## config.mk

```make
export PLATFORM = sky130hd
export DESIGN_NAME = rv64im_decode_with_hazard_check
export DESIGN_NICKNAME = d
export VERILOG_FILES = /design/src/rtl/rvdec_pkg.sv /design/src/rtl/rvdec_decode.sv /design/src/rtl/rv64im_decode_with_hazard_check.sv
export SDC_FILE = /design/constraint.sdc
export NUM_CORES = 1
export LEC_CHECK = 0
export BUFFER_PORTS_ARGS = -buffer_cell sky130_fd_sc_hd__buf_4
export CORE_ASPECT_RATIO = 0.7
export CORE_MARGIN = 2
export CORE_UTILIZATION = 39
export DETAILED_ROUTE_END_ITERATION = 10
export HOLD_SLACK_MARGIN = 0.08
export PLACE_DENSITY = 0.63
export SLEW_MARGIN = 20
export SYNTH_ARGS = -nofsm -noshare
export SYNTH_HDL_FRONTEND = slang
export SYNTH_SLANG_ARGS = --single-unit
```

## constraint.sdc

```tcl
create_clock -name i_clk -period 2.9 [get_ports i_clk]
set_input_delay 0.58 -clock i_clk [delete_from_list [all_inputs] [get_ports i_clk]]
set_output_delay 0.58 -clock i_clk [all_outputs]
set_load 0.03 [all_outputs]
```

## src/rtl/rvdec_pkg.sv

```systemverilog
// Package for the RV64IM decode stage: item structs, opcodes, class codes.
// No dependencies; used by rvdec_decode and rv64im_decode_with_hazard_check.
`timescale 1ns / 1ps

package rvdec_pkg;

    // Major opcodes
    localparam logic [6:0] OPC_OP_IMM   = 7'h13;
    localparam logic [6:0] OPC_LOAD     = 7'h03;
    localparam logic [6:0] OPC_OP_IMM32 = 7'h1B;
    localparam logic [6:0] OPC_JALR     = 7'h67;
    localparam logic [6:0] OPC_STORE    = 7'h23;
    localparam logic [6:0] OPC_BRANCH   = 7'h63;
    localparam logic [6:0] OPC_AUIPC    = 7'h17;
    localparam logic [6:0] OPC_LUI      = 7'h37;
    localparam logic [6:0] OPC_JAL      = 7'h6F;
    localparam logic [6:0] OPC_OP       = 7'h33;
    localparam logic [6:0] OPC_OP32     = 7'h3B;

    // funct7 codes
    localparam logic [6:0] F7_BASE = 7'h00;
    localparam logic [6:0] F7_MULDIV = 7'h01;
    localparam logic [6:0] F7_ALT  = 7'h20;
    // shift funct6 codes (RV64 immediate shifts)
    localparam logic [5:0] F6_LOGICAL = 6'h00;
    localparam logic [5:0] F6_ARITH   = 6'h10;

    // funct3 codes used by name
    localparam logic [2:0] F3_ADD   = 3'd0;
    localparam logic [2:0] F3_SLL   = 3'd1;
    localparam logic [2:0] F3_SLT   = 3'd2;
    localparam logic [2:0] F3_SLTU  = 3'd3;
    localparam logic [2:0] F3_XOR   = 3'd4;
    localparam logic [2:0] F3_SR    = 3'd5;
    localparam logic [2:0] F3_OR    = 3'd6;
    localparam logic [2:0] F3_AND   = 3'd7;

    localparam int CLS_W = 6;

    // Instruction classes (dense numbering)
    localparam logic [CLS_W-1:0] CLS_ADDI   = 6'd0;
    localparam logic [CLS_W-1:0] CLS_SLTI   = 6'd1;
    localparam logic [CLS_W-1:0] CLS_SLTIU  = 6'd2;
    localparam logic [CLS_W-1:0] CLS_XORI   = 6'd3;
    localparam logic [CLS_W-1:0] CLS_ORI    = 6'd4;
    localparam logic [CLS_W-1:0] CLS_ANDI   = 6'd5;
    localparam logic [CLS_W-1:0] CLS_SLLI   = 6'd6;
    localparam logic [CLS_W-1:0] CLS_SRLI   = 6'd7;
    localparam logic [CLS_W-1:0] CLS_SRAI   = 6'd8;
    localparam logic [CLS_W-1:0] CLS_LB     = 6'd9;
    localparam logic [CLS_W-1:0] CLS_ADDIW  = 6'd16;
    localparam logic [CLS_W-1:0] CLS_SLLIW  = 6'd17;
    localparam logic [CLS_W-1:0] CLS_SRLIW  = 6'd18;
    localparam logic [CLS_W-1:0] CLS_SRAIW  = 6'd19;
    localparam logic [CLS_W-1:0] CLS_JALR   = 6'd20;
    localparam logic [CLS_W-1:0] CLS_SB     = 6'd21;
    localparam logic [CLS_W-1:0] CLS_BEQ    = 6'd25;
    localparam logic [CLS_W-1:0] CLS_BNE    = 6'd26;
    localparam logic [CLS_W-1:0] CLS_BLT    = 6'd27;
    localparam logic [CLS_W-1:0] CLS_LUI    = 6'd31;
    localparam logic [CLS_W-1:0] CLS_AUIPC  = 6'd32;
    localparam logic [CLS_W-1:0] CLS_JAL    = 6'd33;
    localparam logic [CLS_W-1:0] CLS_ADD    = 6'd34;
    localparam logic [CLS_W-1:0] CLS_SUB    = 6'd42;
    localparam logic [CLS_W-1:0] CLS_SRA    = 6'd43;
    localparam logic [CLS_W-1:0] CLS_MUL    = 6'd44;
    localparam logic [CLS_W-1:0] CLS_ADDW   = 6'd52;
    localparam logic [CLS_W-1:0] CLS_SUBW   = 6'd53;
    localparam logic [CLS_W-1:0] CLS_SLLW   = 6'd54;
    localparam logic [CLS_W-1:0] CLS_SRLW   = 6'd55;
    localparam logic [CLS_W-1:0] CLS_SRAW   = 6'd56;
    localparam logic [CLS_W-1:0] CLS_MULW   = 6'd57;
    localparam logic [CLS_W-1:0] CLS_DIVW   = 6'd58;

    typedef struct packed {
        logic [31:0] instruction_word;
        logic [63:0] fetch_pc;
        logic        bubble;
        logic [4:0]  execute_dest;
        logic [4:0]  memory_dest;
    } t_in_item;

    typedef struct packed {
        logic [CLS_W-1:0]   inst_class;
        logic [4:0]         dest_reg;
        logic [4:0]         src1_reg;
        logic [4:0]         src2_reg;
        logic signed [31:0] immediate;
        logic [31:0]        instruction_out;
        logic [63:0]        pc_out;
        logic               stall_res;
    } t_out_item;

    // Decoded fields handed from the decoder to the pipeline
    typedef struct packed {
        logic [CLS_W-1:0] cls;
        logic [4:0]       rd;
        logic [4:0]       rs1;
        logic [4:0]       rs2;
        logic [31:0]      imm;
    } t_dec;

endpackage

```

## src/rtl/rvdec_decode.sv

```systemverilog
// Combinational RV64IM field decoder: class, register fields, immediate.
// Depends on rvdec_pkg.
`timescale 1ns / 1ps

module rvdec_decode import rvdec_pkg::*; (
    input  logic [31:0] i_word,
    output t_dec        o_dec
);

    logic [6:0]  opc;
    logic [2:0]  f3;
    logic [6:0]  f7;
    logic [5:0]  f6;
    logic [31:0] imm_i, imm_s, imm_b, imm_j, imm_u;
    logic        known;
    logic [CLS_W-1:0] cls;
    logic [4:0]  rd, rs1, rs2;
    logic [31:0] imm;

    assign opc = i_word[6:0];
    assign f3  = i_word[14:12];
    assign f7  = i_word[31:25];
    assign f6  = i_word[31:26];

    assign imm_i = {{20{i_word[31]}}, i_word[31:20]};
    assign imm_s = {{20{i_word[31]}}, i_word[31:25], i_word[11:7]};
    assign imm_b = {{19{i_word[31]}}, i_word[31], i_word[7], i_word[30:25],
                    i_word[11:8], 1'b0};
    assign imm_j = {{11{i_word[31]}}, i_word[31], i_word[19:12], i_word[20],
                    i_word[30:21], 1'b0};
    assign imm_u = {i_word[31:12], 12'h000};

    always_comb begin
        known = 1'b0;
        cls   = CLS_ADDI;
        rd    = 5'd0;
        rs1   = 5'd0;
        rs2   = 5'd0;
        imm   = 32'd0;
        unique case (opc)
            OPC_OP_IMM: begin
                rd = i_word[11:7]; rs1 = i_word[19:15]; imm = imm_i;
                known = 1'b1;
                case (f3)
                    F3_ADD:  cls = CLS_ADDI;
                    F3_SLT:  cls = CLS_SLTI;
                    F3_SLTU: cls = CLS_SLTIU;
                    F3_XOR:  cls = CLS_XORI;
                    F3_OR:   cls = CLS_ORI;
                    F3_AND:  cls = CLS_ANDI;
                    F3_SLL: begin
                        cls   = CLS_SLLI;
                        known = (f6 == F6_LOGICAL);
                    end
                    default: begin
                        cls   = (f6 == F6_ARITH) ? CLS_SRAI : CLS_SRLI;
                        known = (f6 == F6_LOGICAL) || (f6 == F6_ARITH);
                    end
                endcase
            end
            OPC_LOAD: begin
                rd = i_word[11:7]; rs1 = i_word[19:15]; imm = imm_i;
                cls   = CLS_LB + {3'b000, f3};
                known = (f3 != F3_AND);
            end
            OPC_OP_IMM32: begin
                rd = i_word[11:7]; rs1 = i_word[19:15]; imm = imm_i;
                if (f3 == F3_ADD) begin
                    cls = CLS_ADDIW; known = 1'b1;
                end else if (f3 == F3_SLL && f7 == F7_BASE) begin
                    cls = CLS_SLLIW; known = 1'b1;
                end else if (f3 == F3_SR && f7 == F7_BASE) begin
                    cls = CLS_SRLIW; known = 1'b1;
                end else if (f3 == F3_SR && f7 == F7_ALT) begin
                    cls = CLS_SRAIW; known = 1'b1;
                end
            end
            OPC_JALR: begin
                rd = i_word[11:7]; rs1 = i_word[19:15]; imm = imm_i;
                cls   = CLS_JALR;
                known = (f3 == F3_ADD);
            end
            OPC_STORE: begin
                rs1 = i_word[19:15]; rs2 = i_word[24:20]; imm = imm_s;
                cls   = CLS_SB + {3'b000, f3};
                known = !f3[2];
            end
            OPC_BRANCH: begin
                rs1 = i_word[19:15]; rs2 = i_word[24:20]; imm = imm_b;
                if (f3[2]) begin
                    cls = CLS_BLT + {4'b0000, f3[1:0]}; known = 1'b1;
                end else if (!f3[1]) begin
                    cls = f3[0] ? CLS_BNE : CLS_BEQ; known = 1'b1;
                end
            end
            OPC_LUI: begin
                rd = i_word[11:7]; imm = imm_u; cls = CLS_LUI; known = 1'b1;
            end
            OPC_AUIPC: begin
                rd = i_word[11:7]; imm = imm_u; cls = CLS_AUIPC; known = 1'b1;
            end
            OPC_JAL: begin
                rd = i_word[11:7]; imm = imm_j; cls = CLS_JAL; known = 1'b1;
            end
            OPC_OP: begin
                rd = i_word[11:7]; rs1 = i_word[19:15]; rs2 = i_word[24:20];
                if (f7 == F7_BASE) begin
                    cls = CLS_ADD + {3'b000, f3}; known = 1'b1;
                end else if (f7 == F7_MULDIV) begin
                    cls = CLS_MUL + {3'b000, f3}; known = 1'b1;
                end else if (f7 == F7_ALT && f3 == F3_ADD) begin
                    cls = CLS_SUB; known = 1'b1;
                end else if (f7 == F7_ALT && f3 == F3_SR) begin
                    cls = CLS_SRA; known = 1'b1;
                end
            end
            OPC_OP32: begin
                rd = i_word[11:7]; rs1 = i_word[19:15]; rs2 = i_word[24:20];
                if (f7 == F7_BASE) begin
                    if (f3 == F3_ADD) begin
                        cls = CLS_ADDW; known = 1'b1;
                    end else if (f3 == F3_SLL) begin
                        cls = CLS_SLLW; known = 1'b1;
                    end else if (f3 == F3_SR) begin
                        cls = CLS_SRLW; known = 1'b1;
                    end
                end else if (f7 == F7_ALT) begin
                    if (f3 == F3_ADD) begin
                        cls = CLS_SUBW; known = 1'b1;
                    end else if (f3 == F3_SR) begin
                        cls = CLS_SRAW; known = 1'b1;
                    end
                end else if (f7 == F7_MULDIV) begin
                    if (f3 == F3_ADD) begin
                        cls = CLS_MULW; known = 1'b1;
                    end else if (f3[2]) begin
                        cls = CLS_DIVW + {4'b0000, f3[1:0]}; known = 1'b1;
                    end
                end
            end
            default: known = 1'b0;
        endcase
    end

    // Unknown encodings collapse to addi x0, x0, 0
    always_comb begin
        if (known) begin
            o_dec = '{cls: cls, rd: rd, rs1: rs1, rs2: rs2, imm: imm};
        end else begin
            o_dec = '{cls: CLS_ADDI, rd: 5'd0, rs1: 5'd0, rs2: 5'd0, imm: 32'd0};
        end
    end

endmodule

```

## src/rtl/rv64im_decode_with_hazard_check.sv

```systemverilog
// Top level of the RV64IM decode stage with read-after-write hazard check.
// Depends on rvdec_pkg and rvdec_decode.
`timescale 1ns / 1ps
//
//  channel   handshake            payload     direction
//  -------   ------------------   ---------   ---------
//  command   start / busy         i_item      in
//  result    o_valid (strobe)     o_result    out
//
//  Three register stages (capture, decode, hazard compare): the result strobe
//  rises as an item reaches the output register; one item can enter on every
//  clock.
//  busy is held low: every stage advances on every clock.
//  Reset (i_rst_n low, synchronous) clears the stage valid bits only.
//  The receiver cannot stall; a result is on o_result for one cycle only.
//  Bubbles and all-zero words are dropped at capture and give no result.

module rv64im_decode_with_hazard_check import rvdec_pkg::*; (
    input  logic      i_clk,
    input  logic      i_rst_n,
    input  logic      start,
    output logic      busy,
    input  t_in_item  i_item,
    output logic      o_valid,
    output t_out_item o_result
);

    // Stage 1: capture
    logic        r_s1_vld, n_s1_vld;
    logic [31:0] r_s1_word;
    logic [63:0] r_s1_pc;
    logic [4:0]  r_s1_xd, r_s1_md;

    // Stage 2: decoded fields
    logic        r_s2_vld;
    t_dec        r_s2_dec;
    logic [31:0] r_s2_word;
    logic [63:0] r_s2_pc;
    logic [4:0]  r_s2_xd, r_s2_md;

    // Stage 3: output register
    logic        r_s3_vld;
    t_out_item   r_s3_res, n_s3_res;

    t_dec        s1_dec;
    logic        hit1, hit2;

    // No back-pressure anywhere in the pipe
    assign busy = 1'b0;

    // Drop bubbles and the all-zero word right at the door
    assign n_s1_vld = start && !busy && !i_item.bubble &&
                      (i_item.instruction_word != 32'd0);

    always_ff @(posedge i_clk) begin
        if (!i_rst_n) begin
            r_s1_vld <= 1'b0;
            r_s2_vld <= 1'b0;
            r_s3_vld <= 1'b0;
        end else begin
            r_s1_vld <= n_s1_vld;
            r_s2_vld <= r_s1_vld;
            r_s3_vld <= r_s2_vld;
        end
    end

    // Payload registers: load every cycle, valid bits say what is real
    always_ff @(posedge i_clk) begin
        r_s1_word <= i_item.instruction_word;
        r_s1_pc   <= i_item.fetch_pc;
        r_s1_xd   <= i_item.execute_dest;
        r_s1_md   <= i_item.memory_dest;

        r_s2_dec  <= s1_dec;
        r_s2_word <= r_s1_word;
        r_s2_pc   <= r_s1_pc;
        r_s2_xd   <= r_s1_xd;
        r_s2_md   <= r_s1_md;

        r_s3_res  <= n_s3_res;
    end

    rvdec_decode u_decode (
        .i_word (r_s1_word),
        .o_dec  (s1_dec)
    );

    // Hazard: a nonzero source that matches either later-stage destination.
    // Unused sources were already forced to x0 by the decoder.
    assign hit1 = (r_s2_dec.rs1 != 5'd0) &&
                  ((r_s2_dec.rs1 == r_s2_xd) || (r_s2_dec.rs1 == r_s2_md));
    assign hit2 = (r_s2_dec.rs2 != 5'd0) &&
                  ((r_s2_dec.rs2 == r_s2_xd) || (r_s2_dec.rs2 == r_s2_md));

    always_comb begin
        n_s3_res.inst_class      = r_s2_dec.cls;
        n_s3_res.dest_reg        = r_s2_dec.rd;
        n_s3_res.src1_reg        = r_s2_dec.rs1;
        n_s3_res.src2_reg        = r_s2_dec.rs2;
        n_s3_res.immediate       = r_s2_dec.imm;
        n_s3_res.instruction_out = r_s2_word;
        n_s3_res.pc_out          = r_s2_pc;
        n_s3_res.stall_res       = hit1 || hit2;
    end

    assign o_valid  = r_s3_vld;
    assign o_result = r_s3_res;

`ifndef SYNTH
    // A result strobe always traces back to a decoded item in the cycle before
    a_strobe_from_s2: assert property (@(posedge i_clk) disable iff (!i_rst_n)
        r_s3_vld |-> $past(r_s2_vld))
        else $error("result strobe without a decoded item behind it");

    // A stall never comes from x0 sources alone
    a_stall_needs_src: assert property (@(posedge i_clk) disable iff (!i_rst_n)
        (o_valid && o_result.stall_res) |->
            ((o_result.src1_reg != 5'd0) || (o_result.src2_reg != 5'd0)))
        else $error("stall raised with both sources x0");

    // The all-zero word is never reported
    a_zero_dropped: assert property (@(posedge i_clk) disable iff (!i_rst_n)
        (start && !busy && (i_item.instruction_word == 32'd0)) |-> ##3 !o_valid)
        else $error("all-zero instruction produced a result");

    // Every accepted real item comes out as a result strobe
    a_latency: assert property (@(posedge i_clk) disable iff (!i_rst_n)
        n_s1_vld |-> ##3 o_valid)
        else $error("accepted item lost in the pipe");
`endif

endmodule

```

# ---- Word-level counts from Yosys, hierarchy flattened
# Index checks and enable logic that the tools add are counted.
dict set report word_totals {
  regBits 418
  in_bits 110
  output_inout_bits 152
  word_cells 131
}
dict set report op_classes {
  add_sub_neg 6
  eq_ne 26
  mux 45
  reduce_logical 30
}
# operator count
set ops {}
lappend ops {{32-bit one-hot mux with 5 select lines} 1}
lappend ops {{6-bit two-way mux} 19}
lappend ops {{6-bit one-hot mux with 11 select lines} 1}
lappend ops {{6-bit one-hot mux with 7 select lines} 1}
lappend ops {{7-bit by 6-bit == test with 1-bit output (second input constant)} 5}
lappend ops {{32-bit nonzero test} 1}
lappend ops {{7-bit by 5-bit == test with 1-bit output (second input constant)} 3}
lappend ops {{7-bit == test (second input constant)} 3}
lappend ops {{5-bit == test} 4}
lappend ops {{1-bit two-way mux} 18}
lappend ops {{6-bit by 3-bit adder with 6-bit output (first input constant)} 2}
lappend ops {{3-bit == test (second input constant)} 4}
lappend ops {{4-bit by 3-bit adder with 5-bit output (first input constant)} 2}
lappend ops {{5-bit nonzero test} 2}
lappend ops {{1-bit one-hot mux with 9 select lines} 1}
lappend ops {{9-bit OR reduction} 1}
lappend ops {{1-bit logical AND} 8}
lappend ops {{4-bit OR reduction} 2}
lappend ops {{8-bit OR reduction} 1}
lappend ops {{7-bit by 1-bit == test with 1-bit output (second input constant)} 1}
lappend ops {{7-bit by 2-bit == test with 1-bit output (second input constant)} 1}
lappend ops {{7-bit logical NOT} 1}
lappend ops {{5-bit by 2-bit adder with 6-bit output (first input constant)} 1}
lappend ops {{5-bit by 3-bit adder with 6-bit output (first input constant)} 1}
lappend ops {{16 further kinds} 23}

# ---- Logic depth before layout (Yosys ltp)
# Gate-level depths: netlist of the first run.
dict set report logic_depth {
  depth_word 8
  depth_mapped 10
}

# ---- Modules after synthesis
# From an unflattened synthesis of the first run, not the netlist that was laid out.
dict set report hier_totals {
  hier_cells 774
  area_unflattened_um2 10816.6
}
# mod instances cells_each area_each_um2 seq_area_each_um2
set modules_own_cells {}
lappend modules_own_cells {rv64im_decode_with_hazard_check 1 468 8715.9 8368.0}
lappend modules_own_cells {rvdec_decode 1 306 2100.8 0.0}

# ---- Worst setup path after synthesis of the first run
# Ideal clock, no wire load.
dict set report synth_timing {
  path_kind {register to register}
  from {register r_s1_word[12]}
  to {register r_s2_dec, in the netlist n_s3_res[134]}
  setup_ns 0.115
  arrival_time_ns 1.981
  setup_slack_ns 0.804
  stages_incl_launch_ff 10
  n_path_buf 1
  cell_sequence {dfxtp_1 > inv_1 > ha_1 > nand2b_1 > a211o_1 > o211ai_1 > nor3_2 > nand2_4 > buf_4 > and3_1}
}
dict set report synth_via {
  elab_chain_len 8
  word_cells_on_any_way 32
  cone_classes {eq/ne: 8; mux: 17; reduce/logical: 7}
}
# item line
set synth_rtl {}
lappend synth_rtl {{from (decl)} rv64im_decode_with_hazard_check.sv:30} ;# logic [31:0] r_s1_word;
lappend synth_rtl {{from (signal assigned)} rv64im_decode_with_hazard_check.sv:69} ;# r_s1_word <= i_item.instruction_word;
lappend synth_rtl {{3-bit == test} n/a}
lappend synth_rtl {{1-bit logical AND} {rvdec_decode.sv:74, rvdec_decode.sv:113}}
lappend synth_rtl {{1-bit two-way mux} {rvdec_decode.sv:74, rvdec_decode.sv:113}}
lappend synth_rtl {{1-bit two-way mux, on equally long branches} {rvdec_decode.sv:111, rvdec_decode.sv:72}}
lappend synth_rtl {{1-bit two-way mux, on equally long branches} {rvdec_decode.sv:109, rvdec_decode.sv:70}}
lappend synth_rtl {{1-bit two-way mux, on equally long branches} {rvdec_decode.sv:107, rvdec_decode.sv:68}}
lappend synth_rtl {{1-bit one-hot mux with 9 select lines *} rvdec_decode.sv:40} ;# unique case (opc)
lappend synth_rtl {{2-bit AND reduction (no line) *} n/a}
lappend synth_rtl {{to (signal assigned)} rv64im_decode_with_hazard_check.sv:74} ;# r_s2_dec <= s1_dec;
lappend synth_rtl {{to (decl)} rv64im_decode_with_hazard_check.sv:36} ;# t_dec r_s2_dec;
# Mark *: on every way between the ends. The rest lies on a longest branch, timed or not.
# A chain may end at the register's enable or synchronous reset.

# ---- Final worst setup path of the first run
dict set report layout_timing {
  from {register r_s1_word[13]}
  to {register r_s2_dec, in the netlist n_s3_res[133]}
}
# The elaborated chain is that of the path after synthesis.

==> qor.csv, run 1 <==
stage,metric,value,unit
cells_and_area,multi_input_area,0.00192,mm²
grt,grt_overflow,0,
setup_path,r2r_slack,0.40,ns
sta,period_share,86.1,%
clocking,clockBufferDepth,3,
clocking,cts_htree_levels,2,
setup_path,r2r_start,r_s1_word[13],
place,dpl_cell_area,0.0129,mm²
route,vias_per_cell,4.45,
setup_path,crit_arrival,2.91,ns
setup_path,cp-end-kind,register,
logic_synthesis,avgSynthCellArea,13.8,µm²
place,dp_cells,1371,
place,port_buffers,260,
hold_path,worstHoldStart,i_item[9],
logic_synthesis,synth_flop_cell,dfxtp_1,
cells_and_area,finalNonFillerCells,1439,
sta,finalWorstSetupSlack,0.403,ns
place,gp_congestion,0.878,
pwr,power_leakage,6.20,nW
cells_and_area,final_cell_mix,"dfxtp_1, buf_4, nand2_1",
cells_and_area,n_antenna_cell,0,
logic_synthesis,ys_seq_elements,418,
clocking,clkSinkCount,418,
sta,finalSetupTns,0,ns
logic_synthesis,ys_seq_area_share,80.4,%
grt,grt_use_total,17.5,%
grt,grt_max_degree,23,
sta,timing.hold.ws,0.152,ns
route,wl_per_cell,17.5,µm
hold_path,hp-class,in -> reg,
logic_synthesis,async_reset_ff_share,0,%
sta,worst_slew_pin_slew,0.698,ns
sta,slew_violations,0,
setup_path,worstPathRequired,3.31,ns
cells_and_area,final_common_cell,dfxtp_1,
logic_synthesis,synthCells,754,
clocking,cts_resized,0,
status,status,"finished, final reports clean",
route,firstDrtPassIters,5,
logic_synthesis,synthDistinctLibCells,58,
sta,hold_viol_final,0,
hold_path,hold_path_end,r_s1_xd[4],
cells_and_area,nets,1177,
die,dieArea,0.0280,mm²
cells_and_area,design_area,0.0142,mm²
setup_path,startpoint_type,register,
job,maxCapViolCount,0,
clocking,clock-root-buffer,clkbuf_16,
setup_path,worstSetupPathType,reg -> reg,
pwr,peakVddDrop,418,µV
sta,period_needed,2.50,ns
grt,antenna_found_initial,0,
sta,max_freq,400,MHz
route,num_vias,6409,
cells_and_area,regArea,0.00837,mm²
sta,fin_skew,0.0141,ns
sta,rsz0062_at_grt,false,
cells_and_area,area_delta_synth_final,36.0,%
place,pre_cts_ws,0.152,ns
cells_and_area,final_util,54.6,%
clocking,cts.clk_slew.worst_paths,0.07,ns
logic_synthesis,synth_area,0.0104,mm²
hold_path,hold_depth,1,
sta,max_slew_margin,53.0,%
grt,grt_pass1_vias,6174,
die,num_rows,49,
logic_synthesis,synth_fp_nets,875,
die,ios,262,
pwr,power.density,816,mW/mm²
route,final_antenna_net_count,0,
die,coreArea,0.0259,mm²
setup_path,r2r_cells,8,
logic_synthesis,synth_warnings,0,
route,drc,0,
pwr,p_total,11.5,mW
route,first_iter_violations,402,
setup_path,cp_max_fo,19,
die,fp.dieW,199,µm
sta,finalSetupViolCount,0,
clocking,cts_made_buffers,37,
logic_synthesis,synth_edf_count,0,
cells_and_area,final.fill_count,2208,
die,die_h,141,µm
grt,grt_pass1_wl,36800,µm
setup_path,rr_endpoint,n_s3_res[133],
place,place.detailed.hpwl,18500,µm
clocking,insertion_delay,0.53,ns
die,initial_core_util,40.1,%
clocking,cts_tree,yes,
route,wl,25200,µm
cells_and_area,drive_above_1_share,32.6,%
[cells by family (layout without fill, tap and decap cells)]
logic type | count (synthesis) | after routing | synth area share (%)
fa+ha+maj | 11 | 11 | 1.32
buf+inv | 30 | 358 | 1.20
simple gates | 174 | 174 | 9.08
flops | 418 | 418 | 80.4
xor+xnor | 21 | 21 | 1.77
compound gates | 97 | 97 | 6.01
mux | 2 | 2 | 0.192
other cells | 1 | 1 | 0.0360
[routing by layer]
metal  wire [µm]  GRT usage (%)
met1       11700           24.7
met4         364           4.91
met2       10300           24.8
met3        2750           6.84
met5           0              0
[Yosys cell counts, drive strengths merged (4+ instances only)]
cell	instances	share of area, %
nand4	4	0.24
nor4	10	0.60
nor2b	12	0.72
nand3	10	0.48
nand2	42	1.6
buf	7	0.37
nor2	21	0.76
o211ai	5	0.36
xor2	8	0.67
o21ai	17	0.82
a21oi	36	1.8
a22oi	5	0.36
inv	8	0.29
clkbuf	15	0.54
and3	20	1.2
a31oi	4	0.24
dfxtp	418	80
ha	11	1.3
and2	12	0.72
nor3b	4	0.29
xnor2	13	1.1
nor3	20	1.0
[registers in the layout (all words and copies together), names as in the netlist]
name,flops
r_s1_xd,5
r_s1_word,32
r_s2_pc,64
o_result,150
n_s3_res,53
o_valid,1
r_s1_pc,64
r_s2_vld,1
r_s2_md,5
r_s2_xd,5
r_s1_vld,1
r_s1_md,5
r_s2_word,32
[layout make-up]
cell class	instances	area share (%)
sequential	418	59.1
timing repair buffer	285	15.1
multi-input combinational	306	13.6
clock buffer	54	7.78
tap	357	3.16
clock inverter	11	1.03
inverter	8	0.212
[where the power goes]
part / internal, mW / total [mW] / switching [mW]
combinational: 0.253 / 0.582 / 0.328
sequential: 5.97 / 6.07 / 0.0941
clock: 2.85 / 4.90 / 2.05
[worst max-delay path, cell delays in order, from the launching register on]
cell and delay (ns):
dfxtp_1 0.50, inv_1 0.16, ha_1 0.24, nand2b_1 0.22, a21oi_1 0.11, o2111ai_1 0.37, and2_1 0.36, nand2_4 0.19
and3_1 0.23
[timing repair]
item / in CTS / in global routing
setup endpoints to repair: 0 / 17
hold buffers: 0 / 0
buffers inserted: 0 / 3
[worst max path at each step]
stage                             start            end  slack, ns  cells past startpoint
after global routing      r_s1_word[13]  n_s3_res[129]       0.27                      8
after CTS                 r_s1_word[13]  n_s3_res[133]       0.14                      8
after detailed placement  r_s1_word[13]  n_s3_res[129]       0.15                      8
final                     r_s1_word[13]  n_s3_res[133]       0.40                      8
after floorplan           r_s1_word[12]  n_s3_res[134]       0.80                      9
after global placement    r_s1_word[13]  n_s3_res[137]       0.24                      8
Note: power is estimated with default switching activity, not from simulation.
==> run 2: changes to the inputs <==
--- a/config.mk
+++ b/config.mk
@@ -5,6 +5,7 @@
 export SDC_FILE = /design/constraint.sdc
 export NUM_CORES = 1
 export LEC_CHECK = 0
+export ABC_AREA = 1
 export BUFFER_PORTS_ARGS = -buffer_cell sky130_fd_sc_hd__buf_4
 export CORE_ASPECT_RATIO = 0.7
 export CORE_MARGIN = 2
==> qor.csv, run 2 <==
stage,metric,value,unit
sta,max_freq,394,MHz
sta,finalSetupViolCount,0,
sta,period_share,87.5,%
logic_synthesis,avgSynthCellArea,12.4,µm²
setup_path,startpoint_type,register,
die,dieArea,0.0283,mm²
route,drc,0,
clocking,clockBufferDepth,3,
clocking,cts_tree,yes,
pwr,p_total,11.8,mW
setup_path,slowest_delay,0.49,ns
setup_path,crit_arrival,2.98,ns
grt,grt_pass1_wl,36300,µm
clocking,hold_buffers,0,
clocking,cts_htree_levels,2,
clocking,clkSinkCount,418,
grt,antenna_found_initial,0,
logic_synthesis,synthCells,845,
clocking,post-cts-setup-buffers,0,
status,status,"finished, final reports clean",
clocking,cts_resized,0,
route,vias_per_cell,4.21,
logic_synthesis,ys_seq_area_share,79.7,%
setup_path,r2r_cells,11,
sta,max_slew_margin,46.3,%
route,wl_per_cell,15.9,µm
die,die_h,141,µm
logic_synthesis,synth_top_area_share,79.7,%
setup_path,cp_max_fo,22,
grt,grt_pass1_vias,6260,
sta,fin_skew,0.0108,ns
logic_synthesis,synth_edf_count,0,
cells_and_area,finalNonFillerCells,1538,
logic_synthesis,yosys-top-cells-count,"dfxtp_1, nand2_1, nor2_1",
route,num_vias,6471,
logic_synthesis,synth_top_area_cell,dfxtp_1,
cells_and_area,design_area,0.0142,mm²
cells_and_area,nets,1265,
logic_synthesis,synth_area,0.0105,mm²
pwr,power.density,829,mW/mm²
clocking,cts.clk_slew.worst_paths,0.06,ns
setup_path,crit_top_cell,inv_1,
logic_synthesis,synth_fp_nets,966,
logic_synthesis,synthDistinctLibCells,35,
pwr,peakVddDrop,465,µV
die,ios,262,
logic_synthesis,ys_seq_elements,418,
route,wl,24500,µm
place,dp_cells,1467,
route,final_antenna_net_count,0,
route,first_iter_violations,323,
logic_synthesis,synthTopCellsByArea,"dfxtp_1, nand2_1, nor2_1, inv_1, nand3_1",
sta,rsz0062_at_grt,false,
cells_and_area,final_common_cell,dfxtp_1,
cells_and_area,n_antenna_cell,0,
clocking,cts_made_buffers,39,
job,maxCapViolCount,0,
place,gp_congestion,0.917,
setup_path,crit_slowest_cell,nor2_1,
sta,hold_viol_final,0,
setup_path,cp-end-kind,register,
grt,grt_use_total,16.9,%
sta,finalSetupTns,0,ns
cells_and_area,final_cell_mix,"dfxtp_1, buf_4, nand2_1",
clocking,clock-root-buffer,clkbuf_16,
die,coreArea,0.0266,mm²
die,num_rows,50,
die,initial_core_util,39.5,%
logic_synthesis,synth_warnings,0,
hold_path,hold_depth,1,
grt,grt_overflow,0,
logic_synthesis,synth.most_common_cell,dfxtp_1,
route,firstDrtPassIters,4,
place,dpl_cell_area,0.0129,mm²
sta,slew_violations,0,
pwr,power_leakage,6.59,nW
logic_synthesis,synth_flop_cell,dfxtp_1,
setup_path,worstSetupPathType,reg -> reg,
clocking,insertion_delay,0.53,ns
grt,grt_max_degree,23,
cells_and_area,drive_above_1_share,30.8,%
setup_path,worstPathRequired,3.34,ns
cells_and_area,largest_reg_flops,150,
setup_path,critical_path.cell_chain,inv_1 -> ha_1 -> inv_1 -> nor2_1 -> inv_1 -> nand2_1 -> nor2_1 -> nor2_2 -> nor2_4 -> buf_4 -> a31oi_1,
sta,worst_slew_pin_slew,0.801,ns
sta,period_needed,2.54,ns
place,place.detailed.hpwl,18200,µm
cells_and_area,area_delta_synth_final,35.6,%
place,port_buffers,260,
hold_path,hp-class,in -> reg,
die,fp.dieW,200,µm
logic_synthesis,async_reset_ff_share,0,%
## run 2: through the flow
step	setup WS [ns]	utilization [%]	hold WS (ns)
5_1_grt	0.201	53.6	0.118
4_1_cts	0.428	53.6	0.117
3_5_place_dp	0.455	48.5	0.312
6_report	0.362	53.6	0.148
3_3_place_gp	0.492	48.5	0.310
2_1_floorplan	1.02	-	0.310
## run 2: per-layer routing
layer  GRT usage, %  vias to the layer above  part of all wire [%]
met4           5.50                        0                   2.0
li1               -                     3274                     -
met5              0                        -                     0
met2           23.9                      226                    41
met1           24.0                     2928                    49
met3           6.13                       43                   8.5
## run 2: layout make-up
cell class,count,area [µm²]
sequential,418,8370
clock inverter,13,173
clock buffer,58,1180
multi-input combinational,347,1800
fill,2306,12300
timing repair buffer,267,2000
inverter,71,267
tap,364,455
## run 2: final timing paths
| check | startpoint | to | slack [ns] |
|---|---|---|---|
| worst max register to register | r_s1_word[12] | n_s3_res[124] | 0.36 |
| worst min register to register | n_s3_res[145] | o_result[145] | 0.32 |
| worst min-delay path | i_item[47] | r_s1_pc[36] | 0.15 |
| worst max-delay path | r_s1_word[12] | n_s3_res[124] | 0.36 |
## run 2: where the power goes
group	switching (mW)	internal [mW]
clock network	2.10	3.11
logic	0.304	0.224
registers	0.0934	5.98
## run 2: kinds of logic (layout without fill, tap and decap cells)
kind of cell	Yosys count	in the layout	share of synthesized area, %
simple gates	260	260	11.1
fa+ha+maj	11	11	1.31
xor+xnor	12	12	1.00
flops	418	418	79.7
other cells	1	1	0.0357
compound gates	63	63	3.69
buf+inv	80	409	3.22
## run 2: critical path: cells and delay by family, from the launching register on
kind,cells,cell delay [ns]
AND/OR/NAND/NOR,5,0.87
adder cells (fa/ha/maj),1,0.25
flip-flops,1,0.43
AO/OA/AOI/OAI,1,0.18
buffers and inverters,4,0.71
